## src/rtl/core/zrlc_pkg.sv

```systemverilog
`timescale 1ns / 1ps
// ----------------------------------------------------------------------------
// Zero run-length compressor package
// Widths, limits, the result kind code and the word types of both channels.
// ----------------------------------------------------------------------------
package zrlc_pkg;

  localparam int unsigned RUN_CAP      = 65535;
  localparam int unsigned MIN_ZERO_RUN = 8;
  localparam int unsigned HDR_BYTES    = 4;

  localparam int unsigned BYTE_W  = 8;
  localparam int unsigned LEN_W   = 16;
  localparam int unsigned OFF_W   = 32;
  localparam int unsigned FLUSH_W = $clog2(MIN_ZERO_RUN);

  localparam logic [LEN_W-1:0] RunCapLen  = LEN_W'(RUN_CAP);
  localparam logic [LEN_W-1:0] MinZeroLen = LEN_W'(MIN_ZERO_RUN);
  localparam logic [OFF_W-1:0] HdrOff     = OFF_W'(HDR_BYTES);

  typedef enum logic {
    KIND_LITERAL = 1'b0,
    KIND_HEADER  = 1'b1
  } kind_e;

  typedef struct packed {
    logic [BYTE_W-1:0] data_byte;
    logic              is_final;
  } in_word_t;

  typedef struct packed {
    kind_e             kind;
    logic [OFF_W-1:0]  write_offset;
    logic [BYTE_W-1:0] literal_byte;
    logic [LEN_W-1:0]  literal_length;
    logic [LEN_W-1:0]  zero_length;
    logic              stream_done;
  } out_word_t;

endpackage

```

## src/rtl/core/zero_run_length_compressor.sv

```systemverilog
`timescale 1ns / 1ps
// ----------------------------------------------------------------------------
// Zero run-length compressor
// Turns a byte stream into records [literal length][zero length][literals],
// emitted as offset-addressed literal and header writes.
// ----------------------------------------------------------------------------
// A word that yields at most one write (a literal byte, or a zero that only
// extends the pending run) stalls the input only while the output stalls, so
// words stream in back to back. For a word that closes a record or flushes a
// short zero run, the write engine produces one write per cycle into the output
// register while the output is not stalled, and holds the input while it works.
// Literal writes go out at once past the 4-byte header slot; the header is
// written when its record closes. After a word marked final the offsets
// restart at zero, and the last write of the blob carries stream_done.
module zero_run_length_compressor
  import zrlc_pkg::*;
(
  input  logic      clk_i,
  input  logic      rst_ni,
  input  logic      in_valid_i,
  output logic      in_stall_o,
  input  in_word_t  in_word_i,
  output logic      out_valid_o,
  input  logic      out_stall_i,
  output out_word_t out_word_o
);

  // Architectural state.
  logic [OFF_W-1:0]   off_q, off_d;         // header offset of the open record
  logic [OFF_W-1:0]   lit_off_q, lit_off_d; // offset of the next literal byte
  logic [LEN_W-1:0]   lc_q, lc_d;
  logic [LEN_W-1:0]   pz_q, pz_d;

  // Work still owed for the held word.
  logic               zc_q, zc_d;
  logic [FLUSH_W-1:0] fz_q, fz_d;
  logic               lit_q, lit_d;
  logic               fin_q, fin_d;
  logic [BYTE_W-1:0]  byte_q, byte_d;

  logic               out_valid_q;
  out_word_t          out_q, res;

  logic               cap, fin_close, busy, out_free, fire;
  logic               rem_next, item_done, accept;
  logic [LEN_W-1:0]   pz_inc;

  assign cap       = (lc_q == RunCapLen);
  assign fin_close = fin_q && (lc_q != '0);
  assign busy      = cap || zc_q || (fz_q != '0) || lit_q || fin_close;
  assign out_free  = !out_valid_q || !out_stall_i;
  assign fire      = busy && out_free;

  always_comb begin
    off_d     = off_q;
    lit_off_d = lit_off_q;
    lc_d      = lc_q;
    pz_d      = pz_q;
    zc_d      = zc_q;
    fz_d      = fz_q;
    lit_d     = lit_q;
    fin_d     = fin_q;
    byte_d    = byte_q;
    res       = '0;
    pz_inc    = '0;

    // One write per cycle while the output is free, in the order the records require.
    if (fire) begin
      if (cap || zc_q) begin
        res.kind           = KIND_HEADER;
        res.write_offset   = off_q;
        res.literal_length = lc_q;
        res.zero_length    = cap ? '0 : pz_q;
        off_d              = lit_off_q;
        lit_off_d          = lit_off_q + HdrOff;
        lc_d               = '0;
        if (!cap) begin
          pz_d = '0;
          zc_d = 1'b0;
        end
      end else if (fz_q != '0 || lit_q) begin
        res.kind         = KIND_LITERAL;
        res.write_offset = lit_off_q;
        res.literal_byte = (fz_q != '0) ? '0 : byte_q;
        lit_off_d        = lit_off_q + OFF_W'(1);
        lc_d             = lc_q + LEN_W'(1);
        if (fz_q != '0) begin
          fz_d = fz_q - FLUSH_W'(1);
        end else begin
          lit_d = 1'b0;
        end
      end else begin
        res.kind           = KIND_HEADER;
        res.write_offset   = off_q;
        res.literal_length = lc_q;
        off_d              = lit_off_q;
        lit_off_d          = lit_off_q + HdrOff;
        lc_d               = '0;
      end
    end

    rem_next = (lc_d == RunCapLen) || zc_d || (fz_d != '0) || lit_d ||
               (fin_q && (lc_d != '0));
    item_done       = fire && !rem_next;
    res.stream_done = fin_q && !rem_next;

    if (item_done) begin
      fin_d = 1'b0;
      if (fin_q) begin
        off_d     = '0;
        lit_off_d = HdrOff;
        lc_d      = '0;
        pz_d      = '0;
      end
    end

    in_stall_o = busy && !item_done;
    accept     = in_valid_i && !in_stall_o;

    // Decode a new word against the state left by the last write.
    if (accept) begin
      byte_d = in_word_i.data_byte;
      fin_d  = in_word_i.is_final;
      if (in_word_i.data_byte == '0) begin
        pz_inc = pz_d + LEN_W'(1);
        if (pz_inc >= RunCapLen || (in_word_i.is_final && pz_inc >= MinZeroLen)) begin
          zc_d = 1'b1;
          pz_d = pz_inc;
        end else if (in_word_i.is_final) begin
          // A short run at the end of the blob is written out as literals.
          fz_d = pz_inc[FLUSH_W-1:0];
          pz_d = '0;
        end else begin
          pz_d = pz_inc;
        end
      end else begin
        lit_d = 1'b1;
        if (pz_d >= MinZeroLen) begin
          zc_d = 1'b1;
        end else begin
          fz_d = pz_d[FLUSH_W-1:0];
          pz_d = '0;
        end
      end
    end
  end

  always_ff @(posedge clk_i or negedge rst_ni) begin
    if (!rst_ni) begin
      off_q       <= '0;
      lit_off_q   <= HdrOff;
      lc_q        <= '0;
      pz_q        <= '0;
      zc_q        <= 1'b0;
      fz_q        <= '0;
      lit_q       <= 1'b0;
      fin_q       <= 1'b0;
      out_valid_q <= 1'b0;
    end else begin
      off_q     <= off_d;
      lit_off_q <= lit_off_d;
      lc_q      <= lc_d;
      pz_q      <= pz_d;
      zc_q      <= zc_d;
      fz_q      <= fz_d;
      lit_q     <= lit_d;
      fin_q     <= fin_d;
      if (fire) begin
        out_valid_q <= 1'b1;
      end else if (!out_stall_i) begin
        out_valid_q <= 1'b0;
      end
    end
  end

  always_ff @(posedge clk_i) begin
    byte_q <= byte_d;
    if (fire) begin
      out_q <= res;
    end
  end

  assign out_valid_o = out_valid_q;
  assign out_word_o  = out_q;

  // The blob always ends on a record header.
  a_done_on_header: assert property (@(posedge clk_i) disable iff (!rst_ni)
    out_valid_o && out_word_o.stream_done |-> out_word_o.kind == KIND_HEADER)
    else $error("stream_done on a literal write");

  // A zero run shorter than the minimum is never a skip.
  a_zero_run_min: assert property (@(posedge clk_i) disable iff (!rst_ni)
    out_valid_o && out_word_o.kind == KIND_HEADER && out_word_o.zero_length != '0
    |-> out_word_o.zero_length >= MinZeroLen)
    else $error("short zero run closed as a skip");

  // No empty record is ever written.
  a_no_empty_record: assert property (@(posedge clk_i) disable iff (!rst_ni)
    out_valid_o && out_word_o.kind == KIND_HEADER
    |-> out_word_o.literal_length != '0 || out_word_o.zero_length != '0)
    else $error("empty record header");

endmodule
```

## config.mk

```make
export PLATFORM = sky130hd
export DESIGN_NAME = zero_run_length_compressor
export DESIGN_NICKNAME = d
export VERILOG_FILES = /design/src/rtl/core/zrlc_pkg.sv /design/src/rtl/core/zero_run_length_compressor.sv
export SDC_FILE = /design/constraint.sdc
export NUM_CORES = 1
export LEC_CHECK = 0
export ABC_AREA = 1
export BUFFER_PORTS_ARGS = -buffer_cell sky130_fd_sc_hd__buf_2
export CAP_MARGIN = 10
export CORE_MARGIN = 2
export CORE_UTILIZATION = 56
export CTS_BUF_LIST = sky130_fd_sc_hd__clkbuf_4 sky130_fd_sc_hd__clkbuf_8
export CTS_CLUSTER_DIAMETER = 100
export DETAILED_ROUTE_END_ITERATION = 8
export HOLD_SLACK_MARGIN = 0.1
export PLACE_DENSITY = 0.86
export SLEW_MARGIN = 20
export SYNTH_ARGS = -nofsm -noshare
export SYNTH_HDL_FRONTEND = slang
export SYNTH_SLANG_ARGS = --single-unit
```

## constraint.sdc

```tcl
create_clock -name clk_i -period 4 [get_ports clk_i]
set_input_delay 0.8 -clock clk_i [delete_from_list [all_inputs] [get_ports clk_i]]
set_output_delay 0.8 -clock clk_i [all_outputs]
set_load 0.005 [all_outputs]
```

* Yosys cells after proc, flatten, opt, wreduce, memory -nomap -nowiden
Cells that the tools add are included.
Word-level totals: register bits 185, input port bits 13, output and inout port bits 76, word-level logic and storage cells 116
Operators by class: add/sub/neg operators 5, $lt $le $gt $ge 3, eq/ne operators 3, multiplexer cells 55, bitwise gates (word level) 2, reductions and logical operators 32
Operators with widths (count):
- 32-bit 2-to-1 mux | 11
- 16-bit 2-to-1 mux | 17
- 33-bit 2-to-1 mux | 1
- 16-bit by 1-bit adder with 16-bit output (second input constant) | 2
- 32-bit by 1-bit adder with 32-bit output (second input constant) | 1
- 32-bit by 3-bit adder with 32-bit output (second input constant) | 1
- 16-bit == test (second input constant) | 2
- 16-bit by 4-bit greater-or-equal comparator with 1-bit output (second input constant) | 2
- 16-bit nonzero test | 2
- 3-bit 2-to-1 mux | 9
- 1-bit 2-to-1 mux | 17
- 16-bit greater-or-equal comparator (second input constant) | 1
- 1-bit logical OR | 11
- 1-bit logical AND | 8
- 8-bit logical NOT | 1
- 3-bit nonzero test | 2
- 1-bit logical NOT | 5
- 3-bit OR reduction | 1
- 3-bit by 1-bit subtractor with 3-bit output (second input constant) | 1
- 2-bit by 1-bit inequality test with 1-bit output (second input constant) | 1
- 1-bit inverter | 2
- 2-bit nonzero test | 1
- 2-bit OR reduction | 1

* Depth between registers and ports, before layout
word-level depth 22, gate-level depth with buffers 36

* Worst setup path before layout
OpenSTA, ideal clock, no wires.
path kind input-to-reg, start point input out_stall_i, end point register lit_off_q[31], setup time 0.126 ns, data arrival time 4.176 ns, data required time 3.874 ns, slack -0.302 ns, stages 7, path buffers 2, path through nand2_1 -> inv_1 -> nor2_8 -> buf_6 -> clkbuf_1 -> o22ai_1 -> a2111oi_0
On the way: word-level cells in the longest chain between the ends 12, elaborated cells on any way between the ends 20, classes of those cells eq/ne: 1; mux: 7; reduce/logical: 12
RTL lines:
- start, declared | line zero_run_length_compressor.sv:24 | input logic out_stall_i,
- 1-bit logical NOT *
- 1-bit logical OR * | line zero_run_length_compressor.sv:51 | assign out_free = !out_valid_q || !out_stall_i;
- 1-bit logical AND * | line zero_run_length_compressor.sv:52 | assign fire = busy && out_free;
- net fire | line zero_run_length_compressor.sv:44 | logic cap, fin_close, busy, out_free, fire;
- 16-bit 2-to-1 mux | line zero_run_length_compressor.sv:68 | if (fire) begin
- 16-bit == test | line zero_run_length_compressor.sv:102 | rem_next = (lc_d == RunCapLen) || zc_d || (fz_d != '0) || lit_d ||
- 1-bit logical OR (4 in a row) | line zero_run_length_compressor.sv:102
- 1-bit logical NOT | line zero_run_length_compressor.sv:104 | item_done = fire && !rem_next;
- 1-bit logical AND | line zero_run_length_compressor.sv:104
- 32-bit 2-to-1 mux * | line zero_run_length_compressor.sv:107 | if (item_done) begin
- net lit_off_d[31] | line zero_run_length_compressor.sv:30 | logic [OFF_W-1:0] lit_off_q, lit_off_d;
- end signal, assigned | line zero_run_length_compressor.sv:151 | lit_off_q <= HdrOff;
- end signal, assigned | line zero_run_length_compressor.sv:161 | lit_off_q <= lit_off_d;
- end, declared | line zero_run_length_compressor.sv:30
The timed path passes the listed nets; every way through them passes the cells marked *. A chain may end at the register's enable or synchronous reset.

* Final worst setup path
start point register lc_q[14], end point register zc_q
On the way: word-level cells in the longest chain between the ends 22, elaborated cells on any way between the ends 48, classes of those cells add/sub: 2; order compare: 3; eq/ne: 2; mux: 19; reduce/logical: 22
RTL lines:
- start, declared | line zero_run_length_compressor.sv:31 | logic [LEN_W-1:0] lc_q, lc_d;
- start signal, assigned | line zero_run_length_compressor.sv:162 | lc_q <= lc_d;
- parallel branches: the longest is 21 deep, another holds 16-bit by 1-bit adder with 16-bit output
- 1-bit 2-to-1 mux * | line zero_run_length_compressor.sv:121 | if (accept) begin
- net zc_d | line zero_run_length_compressor.sv:35 | logic zc_q, zc_d;
- end signal, assigned | line zero_run_length_compressor.sv:164 | zc_q <= zc_d;
- end, declared | line zero_run_length_compressor.sv:35
Mark *: on every way through the listed nets, which the timed path passes.

==> results by group <==
Yosys
  • EDFF count, synth: 82
  • Share of the synthesized area in the top cell type: 25.78%
  • Synth Area in XOR/XNOR: 2.831%
  • Register area share after synthesis: 50.92%
  • Synthesized area: 9899 µm²
  • Number of synthesized register bits: 185
  • Syn Nets: 1251
  • Yosys warnings: 0
  • Multiplexer share of the synthesized area: 0%
  • Mean post-synth cell area: 8.048 µm²
  • Asr flop ratio synth: 55.68%
  • Ranking of synthesized cells by area: dfrtp_1 26%, edfxtp_1 25%, nand2_1 11%
  • Post-synthesis adder-cell area fraction: 1.011%
  • Unique cell type count in the Yosys netlist: 45
  • Ys flop type: dfrtp_1
  • Synth Area in Compound Gates: 7.040%
  • Largest family of logic cells by synthesized area: simple AND/OR/NAND/NOR gates
  • Cell taking the most area after synthesis: dfrtp_1
  • Synthesized instance count: 1230
  • Post-synthesis simple-gate area fraction: 30.43%

Global route
  • Initial antenna violation count: 0
  • Grt ovf: 0
  • Largest net degree at the start of global routing: 83
  • Global-route wire length before repair: 41.86 mm
  • Number of global-route vias before repair: 8727
  • Total track usage: 28.56%

Clock network
  • CTS tree: yes
  • CTS root buffer: clkbuf_8
  • Max clock buf depth: 2
  • Clock tree sinks: 185
  • CTS buffer count: 17
  • Clk_lat worst skew: 480 ps
  • Clock transition at path regs: 100 ps
  • CTS hold repair buffers: 0
  • H-tree depth: 4

STA
  • Final Max Slew Viols: 0
  • Fmax: 0.2358 GHz
  • Worst-margin pin slew: 811.1 ps
  • Final-report setup violation count: 20
  • Final Hold Fails: 0
  • Final Cycle Share: 106.0%
  • Slew headroom: 45.92%
  • Period minus WS final: 4241 ps
  • Final WS setup: -241.3 ps
  • Clk_skew: 9.461 ps
  • Setup TNS: -2538 ps
  • RSZ-0062 raised after global routing: yes

Power and ir drop
  • Worst vdd ir: 0.0004993 V
  • Switching pwr: 3456 µW
  • Leakage: 0.005542 µW
  • Power Dens Cells: 666.4 nW/µm²
  • Clock power share: 14.1%
  • Combinational share of power: 47.5%
  • Sequential Power Share: 38.4%
  • Switch share: 42.25%
  • P_int: 4723 µW

Detailed routing
  • Via count: 9637
  • Wire per inst: 17.05 µm
  • Final WL: 28.25 mm
  • Violation count after the first detailed-route iteration: 1291
  • DRC viols: 0
  • Drt pass-1 iters: 7
  • Routed vias/inst: 5.816
  • Routed Antenna Nets: 0

Die
  • Die W: 137.0 µm
  • Die H: 137.0 µm
  • CORE AREA: 17300 µm²
  • Initial Util: 57.23%
  • Top-Level Pins: 89
  • Die area: 18760 µm²
  • FP Rows: 48

Critical path
  • Crit path largest cell delay: 480 ps
  • Cell family with most CP delay: simple AND/OR/NAND/NOR gates
  • Crit Path Category: flop to flop
  • Worst path slowest cell: dfrtp_1
  • CP required: 4370 ps
  • CP most frequent cell: nand2_1
  • Worst Setup End Kind: flop
  • CP bufs+invs: 6
  • WP data arrival: 4610 ps
  • CP startpoint kind: flop
  • Crit Path Max Fanout: 11

Layout
  • Share of cells above drive strength 1: 26.75%
  • Final nets: 1440
  • Area Growth Syn to Fin: 23.98%
  • Finished Cell Area: 12270 µm²
  • Ant diodes: 0

Run status
  • Outcome: finished, violations left
  • Failing checks: setup timing

Placement
  • I/O Buffers: 88
  • GPL Wtd Cong: 0.9892
  • DP Area: 11090 µm²
  • DP Wirelength: 18.07 mm

Flow run
  • MaxCap Viol Count: 0

Min path
  • Worst hold path class: primary input to asynchronous set/reset pin
[synthesized netlist by cell type, drive strengths merged (2+ instances only)]
master  count
nor4        9
nor2      248
xnor2       2
xor2       30
edfxtp     82
o32ai       2
a21oi      38
dfrtp     102
nand4      29
ha          8
nand2     292
inv       146
a311oi      2
o211ai      2
buf        14
o221ai      3
o21ai      68
o22ai       6
nor3       23
or2         3
a31oi       3
nand3      83
clkbuf     27
[area by class of cell]
type | count | area [µm²]
flip-flops and latches | 185 | 5044
clock buffers | 19 | 249.0
repair buffers | 208 | 1519
clock inverters | 13 | 97.59
well taps | 225 | 281.5
multi-input cells | 861 | 4534
fillers | 1230 | 5024
inverters | 146 | 548.0
[flip-flops by register name (all words and copies together) (netlist names)]
signal and flops:
out_word_o 74, lit_off_q 32, off_q 32, lc_q 16
pz_q 16, byte_q 8, fz_q 3, fin_q 1
lit_q 1, out_valid_o 1, zc_q 1
[power by group through the flow]
stage / Combinational, µW / Clock, µW / Sequential, µW
finish: 3880 / 1160 / 3140
global route: 4230 / 1250 / 3210
CTS: 3410 / 1160 / 3130
detailed placement: 3260 / 0 / 3170
global placement: 3160 / 0 / 3140
floorplan: 2050 / 0 / 3160
[layer usage]
layer / track usage (%) / wire (µm)
met2: 46.60 / 13640
met1: 36.88 / 10930
met4: 12.94 / 1413
met5: 0 / 0
met3: 5.593 / 2266
[path summary, 6_finish.rpt]
path,startpoint,endpoint,cells past startpoint,slack (ps)
max,lc_q[14]$_DFF_PN0_,zc_q$_DFF_PN0_,29,-240
min,rst_ni,off_q[18]$_DFF_PN0_,1,380
max reg2reg,lc_q[14]$_DFF_PN0_,zc_q$_DFF_PN0_,29,-240
min reg2reg,lit_off_q[31]$_DFF_PN0_,lit_off_q[31]$_DFF_PN0_,1,510
max in group asynchronous,rst_ni,lit_off_q[2]$_DFF_PN1_,2,2820
min in group clk_i,in_word_i[5],byte_q[4]$_DFFE_PP_,1,510
[worst reg2reg max path: cells and delay by family (launching register included)]
family / cells / cell delay (ps)
adders and majority gates: 1 / 170
DFF: 1 / 480
xor gates and xnor gates: 1 / 150
and+or+nand+nor: 19 / 2430
buffers and inverters: 6 / 650
AOI/OAI and AO/OA: 2 / 240
[stage by stage]
step,setup WS (ps),utilization (%),hold slack (ps),cells,power (µW)
final,-241.3,70.96,376.8,1657,8179
after global routing,-398.3,70.96,410.2,1657,8689
after CTS,4.775,67.43,490.3,1629,7699
after detailed placement,-94.17,64.11,496.0,1582,6427
after global placement,29.26,64.11,479.0,1582,6306
after floorplan,10.45,-,464.0,1230,5216
[layout by cell type, fill, tap and decap left out, drive strengths merged]
cell type    n
or2          3
nor3b        1
nor2       249
nand3b       1
o32ai        2
a31o         1
and3         1
xor2        30
nand2      294
ha           8
clkinvlp     2
nand4       29
dfstp        1
edfxtp      82
inv        150
o21ai       68
clkinv       7
nor4         9
o22ai        6
a31oi        3
clkbuf      20
buf        207
a211oi       1
a311oi       2
a2111oi      1
nor3        23
o221ai       3
nand3       83
o311ai       1
xnor2        2
dfrtp      102
a21oi       38
o211ai       2
[logic make-up after synthesis]
kind of cell | count (synthesis)
flops | 185
xor+xnor | 32
simple gates | 690
buf+inv | 187
fa+ha+maj | 8
compound gates | 128
[what timing repair did]
action                     CTS  global route
setup buffers               12            27
resized for setup           25           102
pin swaps                   15            36
setup endpoints to repair   17            20
gates cloned                 3             1
Power figures use the tool's default switching activity.
